===== src/vector_distance_metric_unit_defines.svh =====
// Assertion macros shared by the vector distance unit.
// Each macro expects clk_i and rst_ni in the scope where it is used.
`ifndef VECTOR_DISTANCE_METRIC_UNIT_DEFINES_SVH
`define VECTOR_DISTANCE_METRIC_UNIT_DEFINES_SVH

// Check a property on every clock edge outside reset.
`define VDM_ASSERT(label, prop, msg) \
  label: assert property (@(posedge clk_i) disable iff (!rst_ni) (prop)) else $error(msg);

// Check that a condition never holds outside reset.
`define VDM_NEVER(label, cond, msg) \
  label: assert property (@(posedge clk_i) disable iff (!rst_ni) !(cond)) else $error(msg);

`endif


===== src/vdm_pkg.sv =====
package vdm_pkg;

  localparam int unsigned ELEM_W      = 16;
  localparam int unsigned NORM_W      = 32;
  localparam int unsigned ACC_W       = 48;
  localparam int unsigned DIST_W      = 64;
  localparam int unsigned QUEUE_DEPTH = 4;
  localparam int unsigned QPTR_W      = $clog2(QUEUE_DEPTH);
  localparam int unsigned CFG_IDX_W   = 1;
  localparam int unsigned CFG_DATA_W  = 32;

  // Configuration register indexes
  localparam logic [CFG_IDX_W-1:0] CFG_METRIC_MODE = 1'b0;
  localparam logic [CFG_IDX_W-1:0] CFG_PROBE_NORM  = 1'b1;

  typedef enum logic [1:0] {
    METRIC_EUCLID  = 2'd0,
    METRIC_COSINE  = 2'd1,
    METRIC_DOT     = 2'd2,
    METRIC_INVALID = 2'd3
  } metric_e;

  typedef struct packed {
    logic signed [ELEM_W-1:0] vec_element;
    logic signed [ELEM_W-1:0] query_element;
    logic [NORM_W-1:0]        stored_norm;
    logic                     last_element;
  } in_word_t;

  typedef struct packed {
    logic signed [DIST_W-1:0] distance;
    logic                     is_infinite;
  } out_word_t;

  // One finished dot product waiting for the back end
  typedef struct packed {
    logic signed [ACC_W-1:0] dot;
    logic [NORM_W-1:0]       stored_norm;
  } job_t;

endpackage


===== src/vdm_front.sv =====
module vdm_front (
  input  logic              clk_i,
  input  logic              rst_ni,
  input  logic              push_i,
  output logic              full_o,
  input  vdm_pkg::in_word_t in_data_i,
  output logic              job_push_o,
  output vdm_pkg::job_t     job_o,
  input  logic              job_full_i
);
  import vdm_pkg::*;

  logic signed [ACC_W-1:0]     acc_q, acc_d;
  logic signed [2*ELEM_W-1:0]  prod;
  logic signed [ACC_W:0]       sum;
  logic signed [ACC_W-1:0]     sat;
  logic                        accept;

  // Stall the element stream whenever the job queue has no room
  assign full_o = job_full_i;
  assign accept = push_i && !job_full_i;

  // Multiply one pair and add it to the running dot product
  assign prod = in_data_i.vec_element * in_data_i.query_element;
  assign sum  = {acc_q[ACC_W-1], acc_q} + (ACC_W+1)'(prod);

  // Clamp to the accumulator range
  always_comb begin
    if (sum[ACC_W] != sum[ACC_W-1]) begin
      sat = sum[ACC_W] ? {1'b1, {(ACC_W-1){1'b0}}} : {1'b0, {(ACC_W-1){1'b1}}};
    end else begin
      sat = sum[ACC_W-1:0];
    end
  end

  // Hand the finished dot product to the back end on the last pair
  assign job_push_o        = accept && in_data_i.last_element;
  assign job_o.dot         = sat;
  assign job_o.stored_norm = in_data_i.stored_norm;

  always_comb begin
    acc_d = acc_q;
    if (accept) begin
      acc_d = in_data_i.last_element ? '0 : sat;
    end
  end

  always_ff @(posedge clk_i or negedge rst_ni) begin
    if (!rst_ni) begin
      acc_q <= '0;
    end else begin
      acc_q <= acc_d;
    end
  end

endmodule


===== config.mk =====
export PLATFORM = sky130hd
export DESIGN_NAME = vdm_front
export DESIGN_NICKNAME = d
export VERILOG_FILES = /design/src/vector_distance_metric_unit_defines.svh /design/src/vdm_pkg.sv /design/src/vdm_front.sv
export SDC_FILE = /design/constraint.sdc
export NUM_CORES = 1
export LEC_CHECK = 0
export BUFFER_PORTS_ARGS = -buffer_cell sky130_fd_sc_hd__clkbuf_2
export CAP_MARGIN = 40
export CORE_MARGIN = 5
export CORE_UTILIZATION = 60
export DETAILED_ROUTE_END_ITERATION = 10
export PLACE_DENSITY = 0.8
export SYNTH_ARGS = -nofsm -noshare
export SYNTH_HDL_FRONTEND = slang
export SYNTH_SLANG_ARGS = --single-unit

===== constraint.sdc =====
create_clock -name clk_i -period 15.9 [get_ports clk_i]
set_input_delay 3.18 -clock clk_i [delete_from_list [all_inputs] [get_ports clk_i]]
set_output_delay 3.18 -clock clk_i [all_outputs]
set_load 0.02 [all_outputs]

======== After elaboration in Yosys (flattened, before gate mapping) ========
Index checks and enable logic that the tools add are counted.
word-level totals
  register bits after elaboration ......... 48
  input port bits ......................... 69
  logic and storage cells ................. 10
cells by class
  $add $sub $neg .......................... 1
  multipliers ............................. 1
  equality and inequality tests ........... 1
  multiplexer cells ....................... 3
  reductions and logical operators ........ 3
operators with widths
  kind                                            count
  48-bit two-way mux                              3
  48-bit by 32-bit adder with 49-bit output       1
  16-bit by 16-bit multiplier with 32-bit output  1
  1-bit logical AND                               2
  1-bit logical NOT                               1
  1-bit inequality test                           1

======== Longest topological paths before layout ========
Gate-level depths: netlist of the first run.
  word-level depth ........................ 5
  gate-level depth with buffers ........... 29

======== Worst setup path after synthesis of the first run ========
No wires, ideal clock.
  path type ............................... input to output
  start ................................... in in_data_i[64] (netlist bit)
  end ..................................... out job_o[47] (netlist bit)
  arrival ................................. 10.309 ns
  slack ................................... 2.411 ns
  cell stages on the path ................. 27
  buffers on the path ..................... 4
  cell sequence ........................... clkbuf_1 > nand2_1 > inv_1 > fa_1 > inv_1 > fa_1 > fa_1 > fa_1 > inv_1 > fa_1 > inv_1 > fa_1 > inv_1 > ha_1 > clkbuf_1 > a21o_1 > a21o_1 > a21oi_1 > o21ai_0 > a21o_1 > nor3_2 > a21oi_4 > xor2_4 > buf_6 > buf_4 > a21oi_2 > nor2_1
RTL lines
  what                line            text
  start: declaration  vdm_front.sv:6  input vdm_pkg::in_word_t in_data_i,
  end: declaration    vdm_front.sv:8  output vdm_pkg::job_t job_o,

==> results.md, run 1 <==
* Status: finished clean
* Max reg flops at 48
* Synth Area in Compound Gates at 9.770%
* H-tree lvl count at 2
* WP data required at 12.72 ns
* # diodes at 0
* GRT overflow at 0
* Total CTS buffers at 5
* Syn Std Cell Area at 16,940 sq um
* Multiplexer area fraction after synthesis at 0%
* Total Wirelength at 40,280 um
* Synth unique cells at 69
* Io pins at 151
* Main combinational cell family by area after synthesis: adder cells
* CTS Buffer Depth at 2
* Syn Inst Count at 1,850
* Post-Route Skew at 0.006168 ns
* Number of synthesized flops with an enable pin at 0
* Asr flop ratio synth at 100.0%
* Setup TNS at 0 ns
* Regs by FF count: acc_q x48
* CTS Hold Bufs at 0
* Vias in the first global route at 13.37k
* Clock-pin slew on the worst setup and hold paths at 0.07 ns
* DRT Pass-1 Iters at 5
* Synth top cells by count: 454 x inv_1, 366 x fa_1, 191 x nand2_1
* Number of max-cap violations at 0
* Detailed Place HPWL at 34,350 um
* Routability congestion estimate at 0.9878
* Average size of a mapped cell at 9.159 sq um
* CTS root buf: clkbuf_16
* Synth Area in Adders at 54.47%
* Period Utilization, post-route at 93.59%
* Startpoint class of the critical path: input pin
* Final critical-path setup slack at 1.019 ns
* Max Slew Vio Count at 0
* Register with the most flip-flops: acc_q
* CP Class: input pin to output pin
* Vias per inst at 5.518
* Row count at 61
* Initial antenna violation count at 0
* Core Region at 27,860 sq um
* Count leader, synth: inv_1
* Clock Latency Late Sink at 0.31 ns
* Avg WL per Cell at 18.05 um
* Synth Warn # at 0
* Die Span X at 178.0 um
* Post-synthesis simple-gate area fraction at 12.33%
* CTS tree: yes
* Resize count post-CTS at 0
* First-pass GRT wire length at 68,020 um
* Dpl ws at 1.098 ns
* Initial Util at 60.82%
* Number of I/O port buffers at 86
* Largest fanout on the critical path at 31
* XOR/XNOR Fraction of Synth Area at 2.592%
* NumNets Final at 2,422
* Final min period at 14.88 ns
* Non-filler instance count after layout at 2,232
* Number of setup violations in the final report at 0
* Worst Hold Class: flip-flop to flip-flop
* Fraction of layout cells with a size suffix above 1 at 9.169%
* Synth Flop Type: dfrtp_1
* Worst EP arrival at 11.70 ns
* Setup repair bufs after CTS at 0
* Sink Count at 48
* Synth top area share at 43.24%
* Synth-to-layout area growth at 3.914%
* Vias at 12.32k
* Max_slew headroom at 42.61%
* Fillers at 2,320
* RSZ-0062 raised after global routing: false
* Placed cells at 2,224
* Worst Tran Pin Value at 0.8595 ns
* Final Core Density at 63.20%
* Final ANT Viol Nets at 0
* Seq cells post-synth at 48
* Total GRT Usage at 27.01%
* # DRC at 0
* Syn_nets at 2,419
* Die Ht at 178.0 um
* Largest net degree at the start of global routing at 49
* Synth top area cells: fa_1 43%, inv_1 10%, ha_1 9.9%, dfrtp_1 7.1%, and2_1 4.4%
* Maximum clock rate at 67.20 MHz
* Die area at 31,700 sq um
* Critical Path End Type: output pin
* Leading area contributor after synthesis: fa_1
* Register area share after synthesis at 7.089%
* Final Hold Violating Endpoints at 0
* DRT iter0 DRCs at 729
-- layout make-up --
| type | count | area, sq um | share of cell area, % |
|---|---|---|---|
| Inverter | 455 | 1710 | 9.714 |
| Timing Repair Buffer | 100 | 608.1 | 3.454 |
| Tap cell | 378 | 473.0 | 2.686 |
| Clock buffer | 5 | 125.1 | 0.7106 |
| Clock inverter | 3 | 68.82 | 0.3908 |
| Sequential cell | 48 | 1201 | 6.822 |
| Multi-Input combinational cell | 1243 | 13420 | 76.22 |
-- critical path: stages --
cell	delay (ns)
clkbuf_2	0.24
nand2_1	0.23
inv_1	0.09
fa_2	0.66
inv_1	0.11
fa_1	0.89
fa_1	0.66
fa_1	0.75
inv_1	0.34
fa_1	0.58
inv_1	0.05
fa_1	0.48
inv_1	0.04
ha_1	0.40
a21o_1	0.24
o21bai_1	0.17
a41oi_1	0.20
nor2_1	0.11
or3_1	0.35
a21o_1	0.18
o41a_1	0.11
nand2_2	0.38
buf_4	0.54
inv_4	0.10
maj3_2	0.35
inv_1	0.06
clkbuf_2	0.16
-- per-stage QoR --
| step | hold WS, ns | area, sq um |
|---|---|---|
| after global placement | 0.4760 | 17320 |
| final | 0.5003 | 17610 |
| after global routing | 0.5282 | 17610 |
| after floorplan | 0.4587 | 16940 |
| after CTS | 0.5035 | 17610 |
| after detailed placement | 0.4868 | 17410 |
-- logic make-up (layout without fill, tap and decap cells) --
family	Yosys count	in the layout
flip-flops	48	48
XOR/XNOR	48	48
buffers and inverters	559	563
adder cells (fa/ha/maj)	520	520
AND/OR/NAND/NOR	433	433
AO/OA/AOI/OAI	242	242
-- placed cells by master, fill, tap and decap left out, types with 5 or more instances in the layout --
cell         n
nor2b_1      7
o21a_1       8
nand2_1    191
and2_1     118
o21ai_1     33
ha_1       134
xor2_1      14
nand4_1     13
xnor2_1     33
o21ai_0     27
a21o_1      35
a31oi_1     12
nor2_1      60
clkbuf_2    86
maj3_2      20
clkbuf_16    5
a22o_1      18
a21oi_1     46
o21bai_1     8
fa_1       365
inv_1      454
nand3_1      9
a21oi_2     18
nand2b_1    10
dfrtp_1     48
buf_4        8
-- layer usage --
| metal | wire length (um) | global-route usage, % | vias to the layer above |
|---|---|---|---|
| met5 | 0 | 0 | - |
| met1 | 16690 | 36.21 | 6221 |
| met3 | 2496 | 4.154 | 83 |
| met4 | 1186 | 7.767 | 0 |
| met2 | 19910 | 45.97 | 441 |
| li1 | - | - | 5571 |
-- final timing paths --
check	start	to	slack [ns]	cells past startpoint
setup / recovery	in_data_i[34]	job_o[78]	1.02	27
setup reg to reg	acc_q[15]	acc_q[15]	8.68	21
min in group asynchronous	rst_ni	acc_q[38]	2.97	2
max in group asynchronous	rst_ni	acc_q[34]	12.44	2
hold reg to reg	acc_q[33]	acc_q[33]	0.50	2
hold / removal	acc_q[33]	acc_q[33]	0.50	2
Power of run 1 is left out: the tool's default activity adds up to more than one toggle a clock period on the data nets, which glitch-free logic cannot reach.
==> inputs of run 2 (changes only) <==
--- a/config.mk
+++ b/config.mk
@@ -5,10 +5,12 @@
 export SDC_FILE = /design/constraint.sdc
 export NUM_CORES = 1
 export LEC_CHECK = 0
+export ABC_AREA = 1
 export BUFFER_PORTS_ARGS = -buffer_cell sky130_fd_sc_hd__clkbuf_2
 export CAP_MARGIN = 40
 export CORE_MARGIN = 5
 export CORE_UTILIZATION = 60
+export CTS_CLUSTER_DIAMETER = 100
 export DETAILED_ROUTE_END_ITERATION = 10
 export PLACE_DENSITY = 0.8
 export SYNTH_ARGS = -nofsm -noshare
==> run 2 against run 1 <==
Compared with the run above: synthesized cell count up 30%; clock-buffer cell count up 2; hold slack worse by 0.0070 ns; clock skew up 0.0032 ns; first-iteration DRC count up 19%; die area up 8.4%; core utilization down 0.99 points; via count up 16%; non-clock buffer count down 4; cell area up 7.8%; synthesized area up 8.9%; sequential cell count unchanged; critical path type unchanged; critical endpoint is now job_o[43]; largest cell class unchanged.
==> results.md, run 2 <==
* Synth Warn # at 0
* Setup TNS at 0 ns
* Syn Std Cell Area at 18,450 sq um
* Avg WL per Cell at 16.95 um
* RSZ-0062 raised after global routing: false
* Routability congestion estimate at 0.9543
* Met3 Use GR at 3.162%
* Average size of a mapped cell at 7.701 sq um
* Count leader, synth: inv_1
* Die Ht at 185.4 um
* CTS tree: yes
* Final ANT Viol Nets at 0
* Critical Path End Type: output pin
* Max_slew headroom at 45.50%
* Number of setup violations in the final report at 0
* Resize count post-CTS at 0
* Register area share after synthesis at 6.510%
* Worst Hold Class: flip-flop to flip-flop
* Asr flop ratio synth at 100.0%
* Vias at 14.33k
* Worst EP arrival at 11.00 ns
* Total GRT Usage at 28.97%
* Maximum clock rate at 70.53 MHz
* GRT overflow at 0
* Detailed Place HPWL at 41,200 um
* # DRC at 0
* Vias per inst at 5.150
* Initial antenna violation count at 0
* Number of max-cap violations at 0
* Number of I/O port buffers at 86
* First-pass GRT wire length at 78,910 um
* Die Span X at 185.4 um
* Final min period at 14.18 ns
* Sink Count at 48
* CTS Hold Bufs at 0
* Core Region at 30,510 sq um
* Initial Util at 60.48%
* Fillers at 2,663
* Synth top cells by count: 673 x inv_1, 646 x nand2_1, 366 x fa_1
* Largest net degree at the start of global routing at 51
* Die area at 34,360 sq um
* Max Slew Vio Count at 0
* Startpoint class of the critical path: input pin
* Synth Flop Type: dfrtp_1
* # diodes at 0
* Syn Inst Count at 2,396
* Most common cell after layout, fill and taps aside: inv_1
* DRT Pass-1 Iters at 5
* Synth unique cells at 37
* Final Hold Violating Endpoints at 0
* Syn_nets at 2,965
* Dpl ws at 1.725 ns
* Synth-to-layout area growth at 2.875%
* Largest fanout on the critical path at 38
* Met2 usage at 51.69%
* Met1 usage at 37.91%
* Period Utilization, post-route at 89.18%
* CTS Buffer Depth at 2
* Most frequent cells in the layout: 673 x inv_1, 646 x nand2_1, 365 x fa_1
* Leading area contributor after synthesis: fa_1
* DRT iter0 DRCs at 868
* Regs by FF count: acc_q x48
* Total CTS buffers at 5
* NumNets Final at 2,954
* CP Class: input pin to output pin
* Max reg flops at 48
* Setup repair bufs after CTS at 0
* Total Wirelength at 47,150 um
* Fraction of layout cells with a size suffix above 1 at 9.723%
* Status: finished clean
* Synth top area cells: fa_1 40%, inv_1 14%, nand2_1 13%, ha_1 9.1%, dfrtp_1 6.5%
* CTS root buf: clkbuf_16
* Row count at 64
* H-tree lvl count at 2
* Register with the most flip-flops: acc_q
* Clock-pin slew on the worst setup and hold paths at 0.07 ns
* Final critical-path setup slack at 1.721 ns
* GR peak layer: met2
* Seq cells post-synth at 48
* WP data required at 12.72 ns
* Worst Tran Pin Value at 0.8174 ns
* Clock Latency Late Sink at 0.32 ns
* Synth top area share at 39.71%
* Post-Route Skew at 0.009370 ns
* Number of synthesized flops with an enable pin at 0
* Io pins at 151
* Vias in the first global route at 15.51k
## run 2: changes by cell type after synthesis, sizes merged, moves of 10 or more
cell and delta:
xnor2 -21, and2 -116, maj3 -20, a21oi -15, nand2 +546, a21o -34
clkbuf +19, o21ai -47, inv +231, a22o -17, nand3 +38, nand2b -10
nor2 +52
## run 2: critical path, cell delays in order
cell and delay, ns:
clkbuf_2 0.27, nand2_1 0.24, inv_1 0.09, fa_2 0.65, inv_1 0.12, fa_1 0.68
fa_1 0.70, fa_1 0.74, inv_1 0.35, fa_1 0.58, inv_1 0.05, fa_1 0.48
inv_1 0.04, ha_1 0.34, a21oi_1 0.29, nand2_1 0.12, nand2_1 0.07, nand2_1 0.06
a21oi_1 0.21, nand3_1 0.12, nand2_2 0.12, nand2_4 0.08, nand2_4 0.59, buf_4 0.42
nand2_4 0.06, nand2_2 0.07, clkbuf_2 0.20
## run 2: metal layers
layer  vias to the layer above  routed length (um)
met1                      7065               19200
met5                         -                   0
li1                       6724                   -
met3                        82                2541
met2                       455               24240
met4                         0                1162
## run 2: area by class of cell
cell class	count	area, sq um	area share, %
clock buffer	7	152.6	0.8042
sequential	48	1201	6.328
inverter	686	2575	13.57
timing repair buffer	96	518.0	2.729
multi-input combinational	1548	14010	73.81
tap	396	495.5	2.610
clock inverter	1	30.03	0.1582
## run 2: through the flow
stage | utilization [%] | std cells | hold WS [ns] | instance area [sq um]
floorplan | - | 2396 | 0.4490 | 18450
global placement | 61.55 | 2773 | 0.4684 | 18780
detailed placement | 61.62 | 2774 | 0.4724 | 18800
CTS | 62.22 | 2782 | 0.4961 | 18980
global route | 62.22 | 2782 | 0.5126 | 18980
finish | 62.22 | 2782 | 0.4933 | 18980
## run 2: cells by family after synthesis
kind of cell	synth area share, %
DFF	6.510
adders and majority gates	48.80
and+or+nand+nor	22.96
xor gates and xnor gates	1.424
AOI/OAI and AO/OA	2.645
buffers and inverters	17.66
## run 2: path summary, 6_finish.rpt
check	cells past startpoint	from	slack (ns)	to
worst max-delay path	27	in_data_i[64]	1.72	job_o[43]
worst min-delay path	2	acc_q[27]	0.49	acc_q[27]
worst max register to register	24	acc_q[15]	9.75	acc_q[6]
worst min register to register	2	acc_q[27]	0.49	acc_q[27]
max in group asynchronous	2	rst_ni	12.43	acc_q[37]
min in group asynchronous	2	rst_ni	2.99	acc_q[33]
Power of run 2 is left out for the same reason.
